`config.mk`:
```
export PLATFORM = sky130hd
export DESIGN_NAME = rtp_header_payload_locator_flat
export DESIGN_NICKNAME = d
export VERILOG_FILES = /design/src/design/rtphpl_pkg.sv /design/src/design/rtphpl_if.sv /design/src/design/rtphpl_in_reg.sv /design/src/design/rtphpl_parse.sv /design/src/design/rtphpl_out_reg.sv /design/src/design/rtp_header_payload_locator.sv /design/src/flat_wrapper.sv
export VERILOG_INCLUDE_DIRS = /design/src /design/src/design
export SDC_FILE = /design/constraint.sdc
export NUM_CORES = 1
export LEC_CHECK = 0
export BUFFER_PORTS_ARGS = -buffer_cell sky130_fd_sc_hd__buf_2
export CORE_ASPECT_RATIO = 0.6
export CORE_UTILIZATION = 61
export CTS_CLUSTER_SIZE = 30
export DETAILED_ROUTE_END_ITERATION = 8
export PLACE_DENSITY = 0.82
export SLEW_MARGIN = 30
export SYNTH_ARGS = -nofsm -noshare
export SYNTH_HDL_FRONTEND = slang
export SYNTH_SLANG_ARGS = --single-unit
```
`constraint.sdc`:
```
create_clock -name clk -period 6.9 [get_ports clk]
set_input_delay 1.38 -clock clk [delete_from_list [all_inputs] [get_ports clk]]
set_output_delay 1.38 -clock clk [all_outputs]
set_load 0.1 [all_outputs]
```
`src/design/rtp_header_payload_locator_macros.svh`:
```
// Assertion macros used by the RTP header payload locator parser.
`ifndef RTP_HEADER_PAYLOAD_LOCATOR_MACROS_SVH
`define RTP_HEADER_PAYLOAD_LOCATOR_MACROS_SVH

// Same-cycle implication, checked outside reset.
`define RTPHPL_ASSERT_NOW(label, clk, rst_n, ante, cons, msg) \
  label: assert property (@(posedge clk) disable iff (!rst_n) (ante) |-> (cons)) \
    else $error(msg);

// Next-cycle implication, checked outside reset.
`define RTPHPL_ASSERT_NEXT(label, clk, rst_n, ante, cons, msg) \
  label: assert property (@(posedge clk) disable iff (!rst_n) (ante) |=> (cons)) \
    else $error(msg);

`endif

```
`src/design/rtphpl_pkg.sv`:
```
// Package: types, status codes and header constants of the RTP header payload locator.
package rtphpl_pkg;

  localparam int unsigned COUNT_W = 12;
  localparam int unsigned START_W = 19;
  localparam int unsigned PLEN_W  = 21;

  // Result status codes
  localparam logic [1:0] ST_NOT_RTP   = 2'd0;
  localparam logic [1:0] ST_RTP       = 2'd1;
  localparam logic [1:0] ST_MALFORMED = 2'd2;
  localparam logic [1:0] ST_TOO_LONG  = 2'd3;

  // First header byte fields
  localparam logic [7:0] VERSION_MASK = 8'hC0;
  localparam logic [7:0] VERSION_RTP  = 8'h80;
  localparam logic [7:0] CC_MASK      = 8'h0F;
  localparam logic [7:0] EXT_FLAG     = 8'h10;
  localparam logic [7:0] PAD_FLAG     = 8'h20;

  localparam logic [COUNT_W-1:0] FIXED_HDR_BYTES = 12'd12;

  typedef struct packed {
    logic [7:0] data_byte;
    logic       last_byte;
  } item_t;

  typedef struct packed {
    logic       valid;
    item_t      item;
  } stage_t;

  typedef struct packed {
    logic [1:0]         status;
    logic [COUNT_W-1:0] payload_offset;
    logic [COUNT_W-1:0] payload_length;
    logic [15:0]        sequence_number;
  } result_t;

endpackage

```
`src/design/rtphpl_if.sv`:
```
// Interfaces: byte input channel and result channel.
interface rtphpl_in_if;
  logic       valid;
  logic       ready;
  logic [7:0] data_byte;
  logic       last_byte;

  modport source (output valid, output data_byte, output last_byte, input ready);
  modport sink (input valid, input data_byte, input last_byte, output ready);
endinterface

interface rtphpl_out_if;
  logic        valid;
  logic        ready;
  logic [1:0]  status;
  logic [11:0] payload_offset;
  logic [11:0] payload_length;
  logic [15:0] sequence_number;

  modport source (output valid, output status, output payload_offset,
                  output payload_length, output sequence_number, input ready);
  modport sink (input valid, input status, input payload_offset,
                input payload_length, input sequence_number, output ready);
endinterface

```
`src/design/rtphpl_in_reg.sv`:
```
// Input register: holds one byte item until the parser takes it.
module rtphpl_in_reg (
  input  logic                  clk,
  input  logic                  rst_n,
  rtphpl_in_if.sink             in_ch,
  input  logic                  advance,
  output rtphpl_pkg::stage_t    stage
);

  logic                valid_r;
  logic                valid_nxt;
  rtphpl_pkg::item_t   item_r;
  logic                load;

  // Accept when empty or when the held item moves on
  assign in_ch.ready = !valid_r || advance;
  assign load        = in_ch.valid && in_ch.ready;

  always_comb begin
    valid_nxt = valid_r;
    if (load) begin
      valid_nxt = 1'b1;
    end else if (advance) begin
      valid_nxt = 1'b0;
    end
  end

  always_ff @(posedge clk) begin
    if (!rst_n) begin
      valid_r <= 1'b0;
    end else begin
      valid_r <= valid_nxt;
    end
  end

  // Payload needs no reset
  always_ff @(posedge clk) begin
    if (load) begin
      item_r.data_byte <= in_ch.data_byte;
      item_r.last_byte <= in_ch.last_byte;
    end
  end

  assign stage.valid = valid_r;
  assign stage.item  = item_r;

endmodule

```
`src/design/rtphpl_parse.sv`:
```
// Parser: per-packet capture registers and result computation for the last byte.
`include "rtp_header_payload_locator_macros.svh"

module rtphpl_parse #(
  parameter int unsigned MAX_PACKET_BYTES = 2048
) (
  input  logic                  clk,
  input  logic                  rst_n,
  input  rtphpl_pkg::stage_t    stage,
  input  logic                  advance,
  output logic                  res_valid,
  output rtphpl_pkg::result_t   res
);

  localparam logic [rtphpl_pkg::COUNT_W-1:0] MAX_C =
    rtphpl_pkg::COUNT_W'(MAX_PACKET_BYTES);

  logic [rtphpl_pkg::COUNT_W-1:0] byte_count_r, count_nxt;
  logic [7:0]                     header_flags_r, flags_nxt;
  logic [15:0]                    sequence_capture_r, seq_nxt;
  logic [15:0]                    extension_words_r, ext_nxt;
  logic                           overlong_r, overlong_nxt;

  logic [7:0]                     b;
  logic                           below_max;
  logic [6:0]                     ext_pos;
  logic [rtphpl_pkg::COUNT_W-1:0] ext_pos_w;
  logic                           hit_hi, hit_lo;

  logic [6:0]                     start_base;
  logic                           ext_on, pad_on, short_pkt, bad_ver, trunc;
  logic [rtphpl_pkg::START_W-1:0] ext_add, start_full;
  logic [7:0]                     pad;
  logic signed [rtphpl_pkg::PLEN_W-1:0] plen;

  assign b         = stage.item.data_byte;
  assign below_max = byte_count_r < MAX_C;

  // Locate the extension length bytes after the CSRC list
  assign ext_pos   = 7'd12 + {1'b0, header_flags_r[3:0], 2'b00};
  assign ext_pos_w = {5'b0, ext_pos};
  assign hit_hi    = below_max && (byte_count_r >= rtphpl_pkg::FIXED_HDR_BYTES)
                     && (byte_count_r == ext_pos_w + 12'd2);
  assign hit_lo    = below_max && (byte_count_r >= rtphpl_pkg::FIXED_HDR_BYTES)
                     && (byte_count_r == ext_pos_w + 12'd3);

  // Capture state as seen after this byte
  always_comb begin
    count_nxt    = byte_count_r;
    flags_nxt    = header_flags_r;
    seq_nxt      = sequence_capture_r;
    ext_nxt      = extension_words_r;
    overlong_nxt = overlong_r;
    if (below_max) begin
      count_nxt = byte_count_r + 12'd1;
      if (byte_count_r == 12'd0) begin
        flags_nxt = b;
      end
      if (byte_count_r == 12'd2) begin
        seq_nxt = {b, sequence_capture_r[7:0]};
      end
      if (byte_count_r == 12'd3) begin
        seq_nxt = {sequence_capture_r[15:8], b};
      end
      if (hit_hi) begin
        ext_nxt = {b, extension_words_r[7:0]};
      end
      if (hit_lo) begin
        ext_nxt = {extension_words_r[15:8], b};
      end
    end else begin
      overlong_nxt = 1'b1;
    end
  end

  // Advance state; clear after the last byte
  always_ff @(posedge clk) begin
    if (!rst_n) begin
      byte_count_r       <= '0;
      header_flags_r     <= '0;
      sequence_capture_r <= '0;
      extension_words_r  <= '0;
      overlong_r         <= 1'b0;
    end else if (advance) begin
      if (stage.item.last_byte) begin
        byte_count_r       <= '0;
        header_flags_r     <= '0;
        sequence_capture_r <= '0;
        extension_words_r  <= '0;
        overlong_r         <= 1'b0;
      end else begin
        byte_count_r       <= count_nxt;
        header_flags_r     <= flags_nxt;
        sequence_capture_r <= seq_nxt;
        extension_words_r  <= ext_nxt;
        overlong_r         <= overlong_nxt;
      end
    end
  end

  // Payload start and length
  assign ext_on     = (flags_nxt & rtphpl_pkg::EXT_FLAG) != 8'd0;
  assign pad_on     = (flags_nxt & rtphpl_pkg::PAD_FLAG) != 8'd0;
  assign short_pkt  = count_nxt < rtphpl_pkg::FIXED_HDR_BYTES;
  assign bad_ver    = (flags_nxt & rtphpl_pkg::VERSION_MASK) != rtphpl_pkg::VERSION_RTP;
  assign start_base = 7'd12 + {1'b0, flags_nxt[3:0], 2'b00};
  assign trunc      = ext_on && (({5'b0, start_base} + 12'd4) > count_nxt);
  assign ext_add    = ext_on ? (19'd4 + {1'b0, ext_nxt, 2'b00}) : '0;
  assign start_full = {12'b0, start_base} + ext_add;
  assign pad        = pad_on ? b : 8'd0;
  assign plen       = $signed({9'b0, count_nxt}) - $signed({2'b0, start_full})
                      - $signed({13'b0, pad});

  // Classify the packet
  always_comb begin
    res.status          = rtphpl_pkg::ST_NOT_RTP;
    res.payload_offset  = '0;
    res.payload_length  = '0;
    res.sequence_number = '0;
    priority if (overlong_nxt) begin
      res.status = rtphpl_pkg::ST_TOO_LONG;
    end else if (short_pkt || bad_ver) begin
      res.status         = rtphpl_pkg::ST_NOT_RTP;
      res.payload_length = count_nxt;
    end else if (trunc || plen[rtphpl_pkg::PLEN_W-1] || (plen == '0)) begin
      res.status          = rtphpl_pkg::ST_MALFORMED;
      res.sequence_number = seq_nxt;
    end else begin
      res.status          = rtphpl_pkg::ST_RTP;
      res.payload_offset  = start_full[rtphpl_pkg::COUNT_W-1:0];
      res.payload_length  = plen[rtphpl_pkg::COUNT_W-1:0];
      res.sequence_number = seq_nxt;
    end
  end

  assign res_valid = advance && stage.item.last_byte;

  `RTPHPL_ASSERT_NOW(a_count_bound, clk, rst_n, 1'b1, byte_count_r <= MAX_C, "byte count past max")
  `RTPHPL_ASSERT_NEXT(a_clear_after_last, clk, rst_n, res_valid, (byte_count_r == '0) && !overlong_r, "state not cleared after last byte")
  `RTPHPL_ASSERT_NOW(a_offset_only_rtp, clk, rst_n, res_valid && (res.status != rtphpl_pkg::ST_RTP), res.payload_offset == '0, "offset set on non-rtp result")
  `RTPHPL_ASSERT_NOW(a_overlong_sat, clk, rst_n, overlong_r, byte_count_r == MAX_C, "overlong without full count")

endmodule

```
`src/design/rtphpl_out_reg.sv`:
```
// Output register: holds one result item until the sink takes it.
module rtphpl_out_reg (
  input  logic                  clk,
  input  logic                  rst_n,
  input  logic                  load,
  input  rtphpl_pkg::result_t   res,
  output logic                  free,
  rtphpl_out_if.source          out_ch
);

  logic                  valid_r;
  logic                  valid_nxt;
  rtphpl_pkg::result_t   res_r;

  // Register is free when empty or being drained
  assign free = !valid_r || out_ch.ready;

  always_comb begin
    valid_nxt = valid_r;
    if (load) begin
      valid_nxt = 1'b1;
    end else if (out_ch.ready) begin
      valid_nxt = 1'b0;
    end
  end

  always_ff @(posedge clk) begin
    if (!rst_n) begin
      valid_r <= 1'b0;
    end else begin
      valid_r <= valid_nxt;
    end
  end

  always_ff @(posedge clk) begin
    if (load) begin
      res_r <= res;
    end
  end

  assign out_ch.valid           = valid_r;
  assign out_ch.status          = res_r.status;
  assign out_ch.payload_offset  = res_r.payload_offset;
  assign out_ch.payload_length  = res_r.payload_length;
  assign out_ch.sequence_number = res_r.sequence_number;

endmodule

```
`src/design/rtp_header_payload_locator.sv`:
```
// Top level of the RTP header payload locator.
//
//   channel  dir  handshake     payload
//   in_ch    in   valid/ready   data_byte[7:0], last_byte
//   out_ch   out  valid/ready   status[1:0], payload_offset[11:0],
//                               payload_length[11:0], sequence_number[15:0]
//
// One byte item per cycle unless a last byte is stalled; the parser register updates the capture state
// in a single pass behind the input register.
// A result is computed as its last byte leaves the input register and is held in the output register when offered.
// Reset is synchronous, active low, and clears the packet state.
// A full output register stalls only a last byte; other bytes keep flowing.
module rtp_header_payload_locator #(
  parameter int unsigned MAX_PACKET_BYTES = 2048
) (
  input  logic           clk,
  input  logic           rst_n,
  rtphpl_in_if.sink      in_ch,
  rtphpl_out_if.source   out_ch
);

  rtphpl_pkg::stage_t    stage;
  rtphpl_pkg::result_t   res;
  logic                  res_valid;
  logic                  out_free;
  logic                  advance;

  // Move the held byte on unless a result has nowhere to go
  assign advance = stage.valid && (!stage.item.last_byte || out_free);

  rtphpl_in_reg u_in_reg (
    .clk     (clk),
    .rst_n   (rst_n),
    .in_ch   (in_ch),
    .advance (advance),
    .stage   (stage)
  );

  rtphpl_parse #(
    .MAX_PACKET_BYTES (MAX_PACKET_BYTES)
  ) u_parse (
    .clk       (clk),
    .rst_n     (rst_n),
    .stage     (stage),
    .advance   (advance),
    .res_valid (res_valid),
    .res       (res)
  );

  rtphpl_out_reg u_out_reg (
    .clk    (clk),
    .rst_n  (rst_n),
    .load   (res_valid),
    .res    (res),
    .free   (out_free),
    .out_ch (out_ch)
  );

endmodule

```
`src/flat_wrapper.sv`:
```
// flat-port wrapper written by rule: the top's interface ports become plain ports
module rtp_header_payload_locator_flat 
#(
  parameter int unsigned MAX_PACKET_BYTES = 2048
)
  (clk, rst_n, in_ch_valid, in_ch_data_byte, in_ch_last_byte, in_ch_ready, out_ch_valid, out_ch_status, out_ch_payload_offset, out_ch_payload_length, out_ch_sequence_number, out_ch_ready);
  rtphpl_in_if in_ch_i ();
  rtphpl_out_if out_ch_i ();
  input  logic clk;
  input  logic rst_n;
  input wire logic [$bits(in_ch_i.valid)-1:0] in_ch_valid;
  input wire logic [$bits(in_ch_i.data_byte)-1:0] in_ch_data_byte;
  input wire logic [$bits(in_ch_i.last_byte)-1:0] in_ch_last_byte;
  output wire logic [$bits(in_ch_i.ready)-1:0] in_ch_ready;
  output wire logic [$bits(out_ch_i.valid)-1:0] out_ch_valid;
  output wire logic [$bits(out_ch_i.status)-1:0] out_ch_status;
  output wire logic [$bits(out_ch_i.payload_offset)-1:0] out_ch_payload_offset;
  output wire logic [$bits(out_ch_i.payload_length)-1:0] out_ch_payload_length;
  output wire logic [$bits(out_ch_i.sequence_number)-1:0] out_ch_sequence_number;
  input wire logic [$bits(out_ch_i.ready)-1:0] out_ch_ready;
  assign in_ch_i.valid = in_ch_valid;
  assign in_ch_i.data_byte = in_ch_data_byte;
  assign in_ch_i.last_byte = in_ch_last_byte;
  assign in_ch_ready = in_ch_i.ready;
  assign out_ch_valid = out_ch_i.valid;
  assign out_ch_status = out_ch_i.status;
  assign out_ch_payload_offset = out_ch_i.payload_offset;
  assign out_ch_payload_length = out_ch_i.payload_length;
  assign out_ch_sequence_number = out_ch_i.sequence_number;
  assign out_ch_i.ready = out_ch_ready;
  rtp_header_payload_locator #(.MAX_PACKET_BYTES(MAX_PACKET_BYTES)) u_core (.clk(clk), .rst_n(rst_n), .in_ch(in_ch_i), .out_ch(out_ch_i));
endmodule
```
# Word-level counts from Yosys, hierarchy flattened
# Cells that the tools add are included.
# Widths: inputs -> output; s select.
[totals]
ff_bits = 106
[op_classes]
add_sub_neg = 10
magnitude_cmp = 4
n_eq_ne = 5
n_mux = 25
n_reduce_logical = 22
[op_table]
columns = ["cell", "n"]
rows = [
  ["$mux 16", 8],
  ["$mux 12", 4],
  ["$mux 8", 4],
  ["$eq 12x2->1 const B", 2],
  ["$eq 12x8->1", 2],
  ["$logic_not 21->1", 1],
  ["$sub 20x9->21", 1],
  ["$sub 12x19->20", 1],
  ["$add 3x18->19 const A", 1],
  ["$add 7x19->19", 1],
  ["$mux 19", 1],
  ["$add 7x2->8 const B", 2],
  ["$add 4x6->7 const A", 2],
  ["$add 12x1->12 const B", 1],
  ["$ge 12x4->1 const B", 1],
  ["$gt 8x12->1", 1],
  ["$logic_not 12->1", 1],
  ["$lt 12x12->1 const B", 1],
  ["$lt 12x4->1 const B", 1],
  ["$add 7x3->8 const B", 1],
  ["$logic_and 1x1->1", 7],
  ["$logic_or 1x1->1", 6],
  ["$mux 1", 6],
  ["$mux 2", 2],
  ["other kinds (5)", 8],
]

# Longest topological paths before layout
# Gate-level depths: netlist of run 1.
[logic_depth]
word_depth = 16
depth_mapped = 32

# Hierarchy
# From an unflattened synthesis of run 1, not the netlist that was laid out.
[hier_totals]
hier_cells = 869
hier_area_um2 = 7521.0
[modules_own_cells]
columns = ["mod", "n_inst", "cells_each", "area_per_inst_um2", "seq_area_each_um2"]
rows = [
  ["rtphpl_parse", 1, 806, 5864.4, 1061.0],
  ["rtphpl_out_reg", 1, 46, 1310.0, 1281.2],
  ["rtphpl_in_reg", 1, 15, 335.3, 290.3],
  ["rtp_header_payload_locator", 1, 2, 11.3, 0.0],
]

# Least setup slack after synthesis of run 1
# No wires, ideal clock.
[synth_timing]
path_kind = "register to register"
from = "register u_core.u_parse.header_flags_r[0]"
to = "register u_core.u_out_reg.res_r (netlist bit u_core.u_out_reg.out_ch.payload_length[4]) (data pin)"
arrival_ps = 6082
required_time_ps = 6635
path_slack_ps = 553
path_stages_with_launch = 32
n_path_buf = 2
synth_period_minus_slack_ps = 6347
path_cell_list = "dfxtp_1 > inv_1 > ha_1 > or3_1 > a221oi_2 > o2111a_2 > nand2_2 > buf_6 > mux2_2 > ha_1 > and2_1 > inv_1 > fa_1 > inv_1 > a21oi_1 > o21bai_1 > a21o_1 > nand2_1 > xnor2_1 > nand2_1 > ha_1 > or3_1 > a211oi_1 > o21bai_1 > o311ai_0 > xnor2_1 > nand4_1 > a211oi_1 > o21ai_0 > o21ai_2 > buf_6 > o32ai_2"
[synth_via]
elab_chain_len = 16
elab_cells_between_ends = 26
cone_classes = "add/sub: 9; order compare: 1; eq/ne: 2; mux: 8; reduce/logical: 6"
[synth_rtl]
columns = ["item", "line_no", "rtl"]
rows = [
  ["from (decl)", "rtphpl_parse.sv:19", "logic [7:0] header_flags_r, flags_nxt;"],
  ["from (signal assigned)", "rtphpl_parse.sv:93", "header_flags_r <= flags_nxt;"],
  ["$add 4x6->7", "rtphpl_parse.sv:40", "assign ext_pos = 7'd12 + {1'b0, header_flags_r[3:0], 2'b00};"],
  ["$add 7x2->8", "rtphpl_parse.sv:43", "&& (byte_count_r == ext_pos_w + 12'd2);"],
  ["$eq 12x8->1", "rtphpl_parse.sv:43", ""],
  ["$logic_and 1x1->1", "rtphpl_parse.sv:43", ""],
  ["$mux 16", "rtphpl_parse.sv:65", "if (hit_hi) begin"],
  ["$mux 16", "rtphpl_parse.sv:68", "if (hit_lo) begin"],
  ["$mux 16", "rtphpl_parse.sv:54", "if (below_max) begin"],
  ["$add 3x18->19", "rtphpl_parse.sv:108", "assign ext_add = ext_on ? (19'd4 + {1'b0, ext_nxt, 2'b00}) : '0;"],
  ["$mux 19", "rtphpl_parse.sv:108", ""],
  ["$add 7x19->19", "rtphpl_parse.sv:109", "assign start_full = {12'b0, start_base} + ext_add;"],
  ["$sub 12x19->20", "rtphpl_parse.sv:111", "assign plen = $signed({9'b0, count_nxt}) - $signed({2'b0, start_full})"],
  ["$sub 20x9->21", "rtphpl_parse.sv:112", "- $signed({13'b0, pad});"],
  ["$logic_not 21->1 or $logic_or 1x1->1 (tied branches)", "rtphpl_parse.sv:125", "end else if (trunc || plen[rtphpl_pkg::PLEN_W-1] || (plen == '0)) begin"],
  ["$logic_or 1x1->1", "rtphpl_parse.sv:125", ""],
  ["$mux 12 *", "rtphpl_parse.sv:125", ""],
  ["$mux 12 *", "rtphpl_parse.sv:122", "end else if (short_pkt || bad_ver) begin"],
  ["to (signal assigned)", "rtphpl_out_reg.sv:37", "res_r <= res;"],
  ["to (decl)", "rtphpl_out_reg.sv:13", "rtphpl_pkg::result_t res_r;"],
]
# Mark *: on every way between the ends. The rest lies on a longest branch, timed or not.
# A chain may end at the register's enable or synchronous reset.

# Final worst setup path of run 1
[layout_timing]
from = "register u_core.u_parse.header_flags_r[0]"
to = "register u_core.u_out_reg.res_r (netlist bit u_core.u_out_reg.out_ch.status[1]) (data pin)"
[layout_via]
elab_chain_len = 16
elab_cells_between_ends = 26
cone_classes = "add/sub: 9; order compare: 1; eq/ne: 2; mux: 8; reduce/logical: 6"
[layout_rtl]
columns = ["item", "line_no"]
rows = [
  ["$add 4x6->7", "rtphpl_parse.sv:40"],
  ["$add 7x2->8", "rtphpl_parse.sv:43"],
  ["$eq 12x8->1", "rtphpl_parse.sv:43"],
  ["$logic_and 1x1->1", "rtphpl_parse.sv:43"],
  ["$mux 16", "rtphpl_parse.sv:65"],
  ["$mux 16", "rtphpl_parse.sv:68"],
  ["$mux 16", "rtphpl_parse.sv:54"],
  ["$add 3x18->19", "rtphpl_parse.sv:108"],
  ["$mux 19", "rtphpl_parse.sv:108"],
  ["$add 7x19->19", "rtphpl_parse.sv:109"],
  ["$sub 12x19->20", "rtphpl_parse.sv:111"],
  ["$sub 20x9->21", "rtphpl_parse.sv:112"],
  ["$logic_not 21->1 or $logic_or 1x1->1 (tied branches)", "rtphpl_parse.sv:125"],
  ["$logic_or 1x1->1 *", "rtphpl_parse.sv:125"],
  ["$mux 2 *", "rtphpl_parse.sv:125"],
  ["$mux 2 *", "rtphpl_parse.sv:122"],
]
# Marked as above.

==> run metrics, run 1 <==
Crit. End Element flop; via/cell ratio 6.47; final worst path period share 96.1%; grt total ovfl 0; H-tree levels 3; Hold Slack 0.517 ns; clock root cell clkbuf_16; Clock Path Buffers 2; post-synth top area cell edfxtp_1; Synth Area in XOR/XNOR 6.43%; Async S/R FF share, synth 0%; Synth-to-Final Area Change 10.4%; Crit Path Max Fanout 24; core footprint 11,500 µm²; Num CTS Buffers 9; Worst Hold End u_core.u_parse.extension_words_r[11]; WP data arrival 6.74 ns; layout cells sized above 1 18.1%; GRT Util Overall 33.0%; Die Y 87.0 µm; hold depth 2; die width 144 µm; ANT cells 0; Synth Cell Area 7340 µm²; first-pass GRT wire length 31,400 µm; CP peak stage delay 0.36 ns; initial antenna violation count 0; Initial Util 63.7%; setup ws final 0.270 ns; via count 6,568; Setup CP Type reg -> reg; CTS tree done; Worst Max-Slew Pin Slew 0.940 ns; Tmin final 6.63 ns; Seq/Total Area, Yosys 35.0%; Die ar. 12,500 µm²; Unique masters post-synth 85; failing checks DRC; Pwr Total 1.48 mW; Boundary Pins 57; # fillers 921; multiplexer share of the synthesized area 4.77%; status finished, violations left; Post-synth EDFFs 49; clock-pin slew on the worst setup and hold paths 0.08 ns; wire per inst 20.1 µm; #FFs+latches synth 104; largest family of logic cells by synthesized area simple AND/OR/NAND/NOR gates; max-slew violations 0; area of the multi-input gates 4450 µm²; fmax 151 MHz; PortBufs 54; CTS hold repair buffers 0; Clk Latency, worst-skew pair 0.36 ns; max-capacitance violation count 0; pwr dens 183 nW/µm²; Post-route DRC 4; Worst VDD drop 0.000141 V; DR pass1 iterations 9; largest net degree at the start of global routing 56; Slew headroom 37.3%; worst hold start u_core.u_parse.extension_words_r[11]; synth top area cells edfxtp_1, dfxtp_1, ha_1; initial DRC count 660; final WL 20,400 µm; DPL Wire Length 15,100 µm; Worst Skew 0.0101 ns; Slowest cell on crit path dfxtp_2; Rows 30; Setup violations, final 0; adder-cell area share of the yosys netlist 6.78%; YS warnings 0; nets@finish 901; post-synthesis cell count 813; Avg Cell Area, Syn 9.03 µm²; Reg-to-Reg Start u_core.u_parse.header_flags_r[0]; dpl ws -0.0145 ns; min-delay worst type reg -> reg; post-route ant nets 0; Worst Path Required 7.01 ns; Synth Flop Type dfxtp_1; startpoint type of the worst setup path flop; post-synth top area share 20.0%; CTS sink count 104; final hold vios 0; FF-to-FF setup slack 0.27 ns; setup tns final 0 ns; design area 8100 µm²; simple-gate share of the synthesized area 22.7%; Lkg Pwr 2.90 nW; FF-to-FF path depth 29; vias in the first global route 6,086; Post-DP Area 7700 µm²; Register Area 2570 µm²; Compound-Gate Fraction of Synth Area 18.6%; Final GP Congestion 0.970; Reg-to-Reg End u_core.u_out_reg.out_ch.status[1]
[state kept, by name (all words and copies together), names as in the netlist, 8 cells and up]
register and count:
u_core.u_out_reg.out_ch.payload_offset 10, u_core.u_parse.sequence_capture_r 16, u_core.u_out_reg.out_ch.sequence_number 16, u_core.u_parse.extension_words_r 16, u_core.u_parse.byte_count_r 12, u_core.u_parse.header_flags_r 8
u_core.u_out_reg.out_ch.payload_length 12, u_core.u_in_reg.stage 9
[cells in the final DEF (no fill, tap or decap), drive strengths merged, types with 34 or more instances in the layout]
| cell | instances |
|---|---|
| inv | 45 |
| buf | 73 |
| edfxtp | 49 |
| ha | 35 |
| a22oi | 45 |
| nor2 | 51 |
| nand2 | 81 |
| nor2b | 59 |
| a21oi | 34 |
| dfxtp | 55 |
| o21ai | 35 |
| xnor2 | 37 |
[synthesized netlist by cell type, drive strengths merged, types with 3 or more instances]
| cell | number |
|---|---|
| a211oi | 8 |
| a21boi | 7 |
| a21o | 7 |
| a21oi | 34 |
| a22oi | 45 |
| a31o | 3 |
| a31oi | 4 |
| and2 | 7 |
| and3 | 10 |
| and4 | 3 |
| buf | 19 |
| clkbuf | 30 |
| dfxtp | 55 |
| edfxtp | 49 |
| fa | 3 |
| ha | 35 |
| inv | 41 |
| mux2 | 11 |
| mux2i | 21 |
| nand2 | 81 |
| nand2b | 3 |
| nand3 | 24 |
| nand3b | 3 |
| nand4 | 11 |
| nor2 | 51 |
| nor2b | 59 |
| nor3 | 15 |
| nor3b | 3 |
| nor4 | 16 |
| o2111a | 3 |
| o21a | 3 |
| o21ai | 35 |
| o21bai | 4 |
| o31ai | 10 |
| o32ai | 5 |
| or2 | 3 |
| or3 | 6 |
| or4 | 3 |
| xnor2 | 37 |
| xor2 | 16 |
[worst max path at each step]
stage | from | cells past startpoint | slack [ns] | endpoint
final | u_core.u_parse.header_flags_r[0] | 29 | 0.27 | u_core.u_out_reg.out_ch.status[1]
after global routing | u_core.u_parse.header_flags_r[0] | 30 | -0.03 | u_core.u_out_reg.out_ch.status[1]
after detailed placement | u_core.u_parse.header_flags_r[0] | 30 | -0.01 | u_core.u_out_reg.out_ch.status[1]
after floorplan | u_core.u_parse.header_flags_r[0] | 31 | 0.55 | u_core.u_out_reg.out_ch.payload_length[4]
after global placement | u_core.u_parse.header_flags_r[0] | 30 | 0.25 | u_core.u_out_reg.out_ch.status[1]
after CTS | u_core.u_parse.header_flags_r[0] | 30 | 0.007 | u_core.u_out_reg.out_ch.status[1]
[cell families after synthesis]
logic type / count (synthesis)
simple gates: 306
compound gates: 188
flops: 104
buf+inv: 91
xor+xnor: 53
fa+ha+maj: 38
mux: 32
other cells: 1
[critical path, delay by kind of cell, from the launching register on]
family / cells / cell delay, ns
compound gates: 11 / 2.40
simple gates: 8 / 1.42
fa+ha+maj: 4 / 1.08
xor+xnor: 3 / 0.51
flops: 1 / 0.36
mux: 1 / 0.34
buf+inv: 2 / 0.24
[metrics by stage]
| stage | instances | util, % |
|---|---|---|
| floorplan | 815 | - |
| global placement | 996 | 66.8 |
| detailed placement | 996 | 66.9 |
| CTS | 1012 | 69.4 |
| global route | 1015 | 70.3 |
| finish | 1015 | 70.3 |
[metal layers]
metal  GRT usage [%]  part of all wire, %  vias to the layer above
li1                -                    -                     3022
met1            46.8                   44                     3143
met2            49.2                   42                      365
met3            9.84                   12                       38
met4            7.93                  1.5                        0
met5               0                    0                        -
[power breakdown]
| part | internal, mW | switching, mW | leakage [nW] |
|---|---|---|---|
| Combinational | 0.0976 | 0.198 | 1.84 |
| Sequential | 0.654 | 0.0163 | 0.912 |
| Clock | 0.263 | 0.251 | 0.144 |
[timing repair]
action	4_1_cts	5_1_grt
setup buffers	0	3
gates cloned	0	0
endpoints found under the setup margin	4	24
pin swaps	0	8
resized for setup	2	16
[area by class of cell]
cell class              instances  share of cell area (%)
repair buffers                 73                    5.25
clock inverters                 6                   0.695
flip-flops and latches        104                    31.8
inverters                      42                    1.95
clock buffers                  10                    2.95
multi-input cells             620                    54.9
well taps                     160                    2.47
No activity file was read; power rests on OpenSTA's default activity.
==> inputs of run 2 (changes only) <==
--- a/config.mk
+++ b/config.mk
@@ -8,10 +8,10 @@
 export LEC_CHECK = 0
 export BUFFER_PORTS_ARGS = -buffer_cell sky130_fd_sc_hd__buf_2
 export CORE_ASPECT_RATIO = 0.6
-export CORE_UTILIZATION = 61
+export CORE_UTILIZATION = 55
 export CTS_CLUSTER_SIZE = 30
 export DETAILED_ROUTE_END_ITERATION = 8
-export PLACE_DENSITY = 0.82
+export PLACE_DENSITY = 0.78
 export SLEW_MARGIN = 30
 export SYNTH_ARGS = -nofsm -noshare
 export SYNTH_HDL_FRONTEND = slang
==> constraint.sdc (replaced) <==
create_clock -name clk -period 5.8 [get_ports clk]
set_input_delay 1.16 -clock clk [delete_from_list [all_inputs] [get_ports clk]]
set_output_delay 1.16 -clock clk [all_outputs]
set_load 0.1 [all_outputs]
==> run 2 against run 1 <==
Effect of this change: the flow finishes with violations (setup timing); worst setup slack worse by 0.74 ns; combinational power up 48%; highest routed layer unchanged; routed wire length up 6.5%; die area up 11%; critical path depth up 2; cell count up 11%; non-clock buffer count up 101; flip-flop and latch count unchanged; first-iteration DRC count down 10%.
==> run metrics, run 2 (synthesis gave the netlist of run 1 again) <==
via/cell ratio 6.22 (-3.9%); Worst VDD drop 0.000143 V (+1.8%); RSZ-0062 raised after global routing yes; min-delay worst type reg -> reg; Boundary Pins 57 (unchanged); Crit Path Max Fanout 19 (-21%); max-slew violations 0 (unchanged); CTS tree done; Worst Path Required 5.90 ns (-1.11 ns); CP peak stage delay 0.38 ns (+0.02 ns); Die Y 91.5 µm (+5.2%); FF-to-FF path depth 31 (+6.9%); startpoint type of the worst setup path flop; Num CTS Buffers 9 (unchanged); Lkg Pwr 3.44 nW (+19%); fmax 160 MHz (+5.8%); Post-route DRC 0 (-4); via count 7,006 (+6.7%); Setup violations, final 24 (+24); setup ws final -0.466 ns (-0.736 ns); layout cells sized above 1 29.2% (+11 points); Worst Skew 0.00847 ns (-0.00161 ns); Cells after DPL 1,100 (+10%); Slew headroom 29.2% (-8.1 points); CTS sink count 104 (unchanged); PortBufs 54 (unchanged); Final GP Congestion 0.940 (-3.1%); final WL 21,700 µm (+6.5%); grt total ovfl 0 (unchanged); initial antenna violation count 1 (+1); wire per inst 19.2 µm (-4.1%); Setup CP Type reg -> reg; GRT Util Overall 31.9% (-1.1 points); Tmin final 6.27 ns (-0.364 ns); die width 151 µm (+5.2%); WP data arrival 6.36 ns (-0.38 ns); DPL Wire Length 16,400 µm (+8.4%); Layout Cells excl Fill 1,127 (+11%); Synth-to-Final Area Change 23.2%; nets@finish 1,002 (+11%); CTS hold repair buffers 0 (unchanged); clock-pin slew on the worst setup and hold paths 0.07 ns (about the same); Pwr Total 1.83 mW (+24%); clock root cell clkbuf_16; vias in the first global route 6,743 (+11%); Clk Latency, worst-skew pair 0.35 ns (about the same); pwr dens 203 nW/µm² (+11%); largest net degree at the start of global routing 56 (unchanged); Slowest cell on crit path a2111o_1; design area 9040 µm² (+12%); status finished, violations left; failing checks setup timing; H-tree levels 3 (unchanged); max-capacitance violation count 0 (unchanged); Clock Path Buffers 2 (unchanged); post-route ant nets 0 (unchanged); Crit. End Element flop; first-pass GRT wire length 33,800 µm (+7.5%); DR pass1 iterations 5 (-4); final worst path period share 108% (+12 points); Rows 32 (+6.7%); Die ar. 13,800 µm² (+11%); final hold vios 0 (unchanged); most common cell after layout, fill and taps aside buf_4; Post-DP Area 8500 µm² (+10%); Worst Max-Slew Pin Slew 1.05 ns (+0.109 ns); Initial Util 56.8% (-6.9 points); core footprint 12,900 µm² (+12%); commonest non-fill, non-tap cells in the layout buf_4, nand2_1, nor2b_1, buf_2, dfxtp_1; initial DRC count 594 (-10%); hold depth 2 (unchanged)
==> run 2: cell type report <==
class	instances	area, µm²
fill	951	3890
clock buffer	11	253
sequential	104	2570
inverter	42	158
multi-input combinational	620	4600
clock inverter	5	40.0
tap	170	213
antenna	1	2.50
timing repair buffer	174	1200
==> run 2: through the flow <==
stage	hold WS [ns]	utilization (%)	TNS, ns	worst slack [ns]
2_1_floorplan	0.467	-	-5.30	-0.273
3_3_place_gp	0.483	65.7	-4.93	-0.256
3_5_place_dp	0.506	65.7	-11.80	-0.556
4_1_cts	0.524	69.4	-5.66	-0.315
5_1_grt	0.548	69.9	-16.42	-0.728
6_report	0.525	69.9	-8.96	-0.466
==> run 2: repair_timing <==
item,CTS,global route
endpoints found under the setup margin,24,24
pin swaps,6,6
setup buffers,7,3
gates resized for setup,32,8
==> run 2: path summary, 6_finish.rpt <==
kind	start	end	slack, ns
worst min register to register	u_core.u_parse.extension_words_r[7]	u_core.u_parse.extension_words_r[7]	0.52
worst max-delay path	u_core.u_parse.header_flags_r[0]	u_core.u_out_reg.out_ch.status[1]	-0.47
worst max register to register	u_core.u_parse.header_flags_r[0]	u_core.u_out_reg.out_ch.status[1]	-0.47
worst min-delay path	u_core.u_parse.extension_words_r[7]	u_core.u_parse.extension_words_r[7]	0.52
==> run 2: metal layers <==
metal,wire length (µm),track usage (%)
met4,456,10.4
met2,9400,47.1
met3,2750,11.5
met1,9080,42.9
met5,0,0
==> run 2: report_power, final <==
| group | total [mW] | internal, mW | switching (mW) |
|---|---|---|---|
| logic | 0.437 | 0.176 | 0.260 |
| registers | 0.794 | 0.778 | 0.0158 |
| clock network | 0.604 | 0.318 | 0.285 |
| total | 1.83 | 1.27 | 0.561 |
==> run 2: worst max-delay path, delay by kind of cell (launching register included) <==
kind | cells | cell delay, ns
compound gates | 11 | 2.07
simple gates | 9 | 1.55
fa+ha+maj | 4 | 1.10
buf+inv | 5 | 0.47
flops | 1 | 0.33
mux | 1 | 0.33
xor+xnor | 1 | 0.15
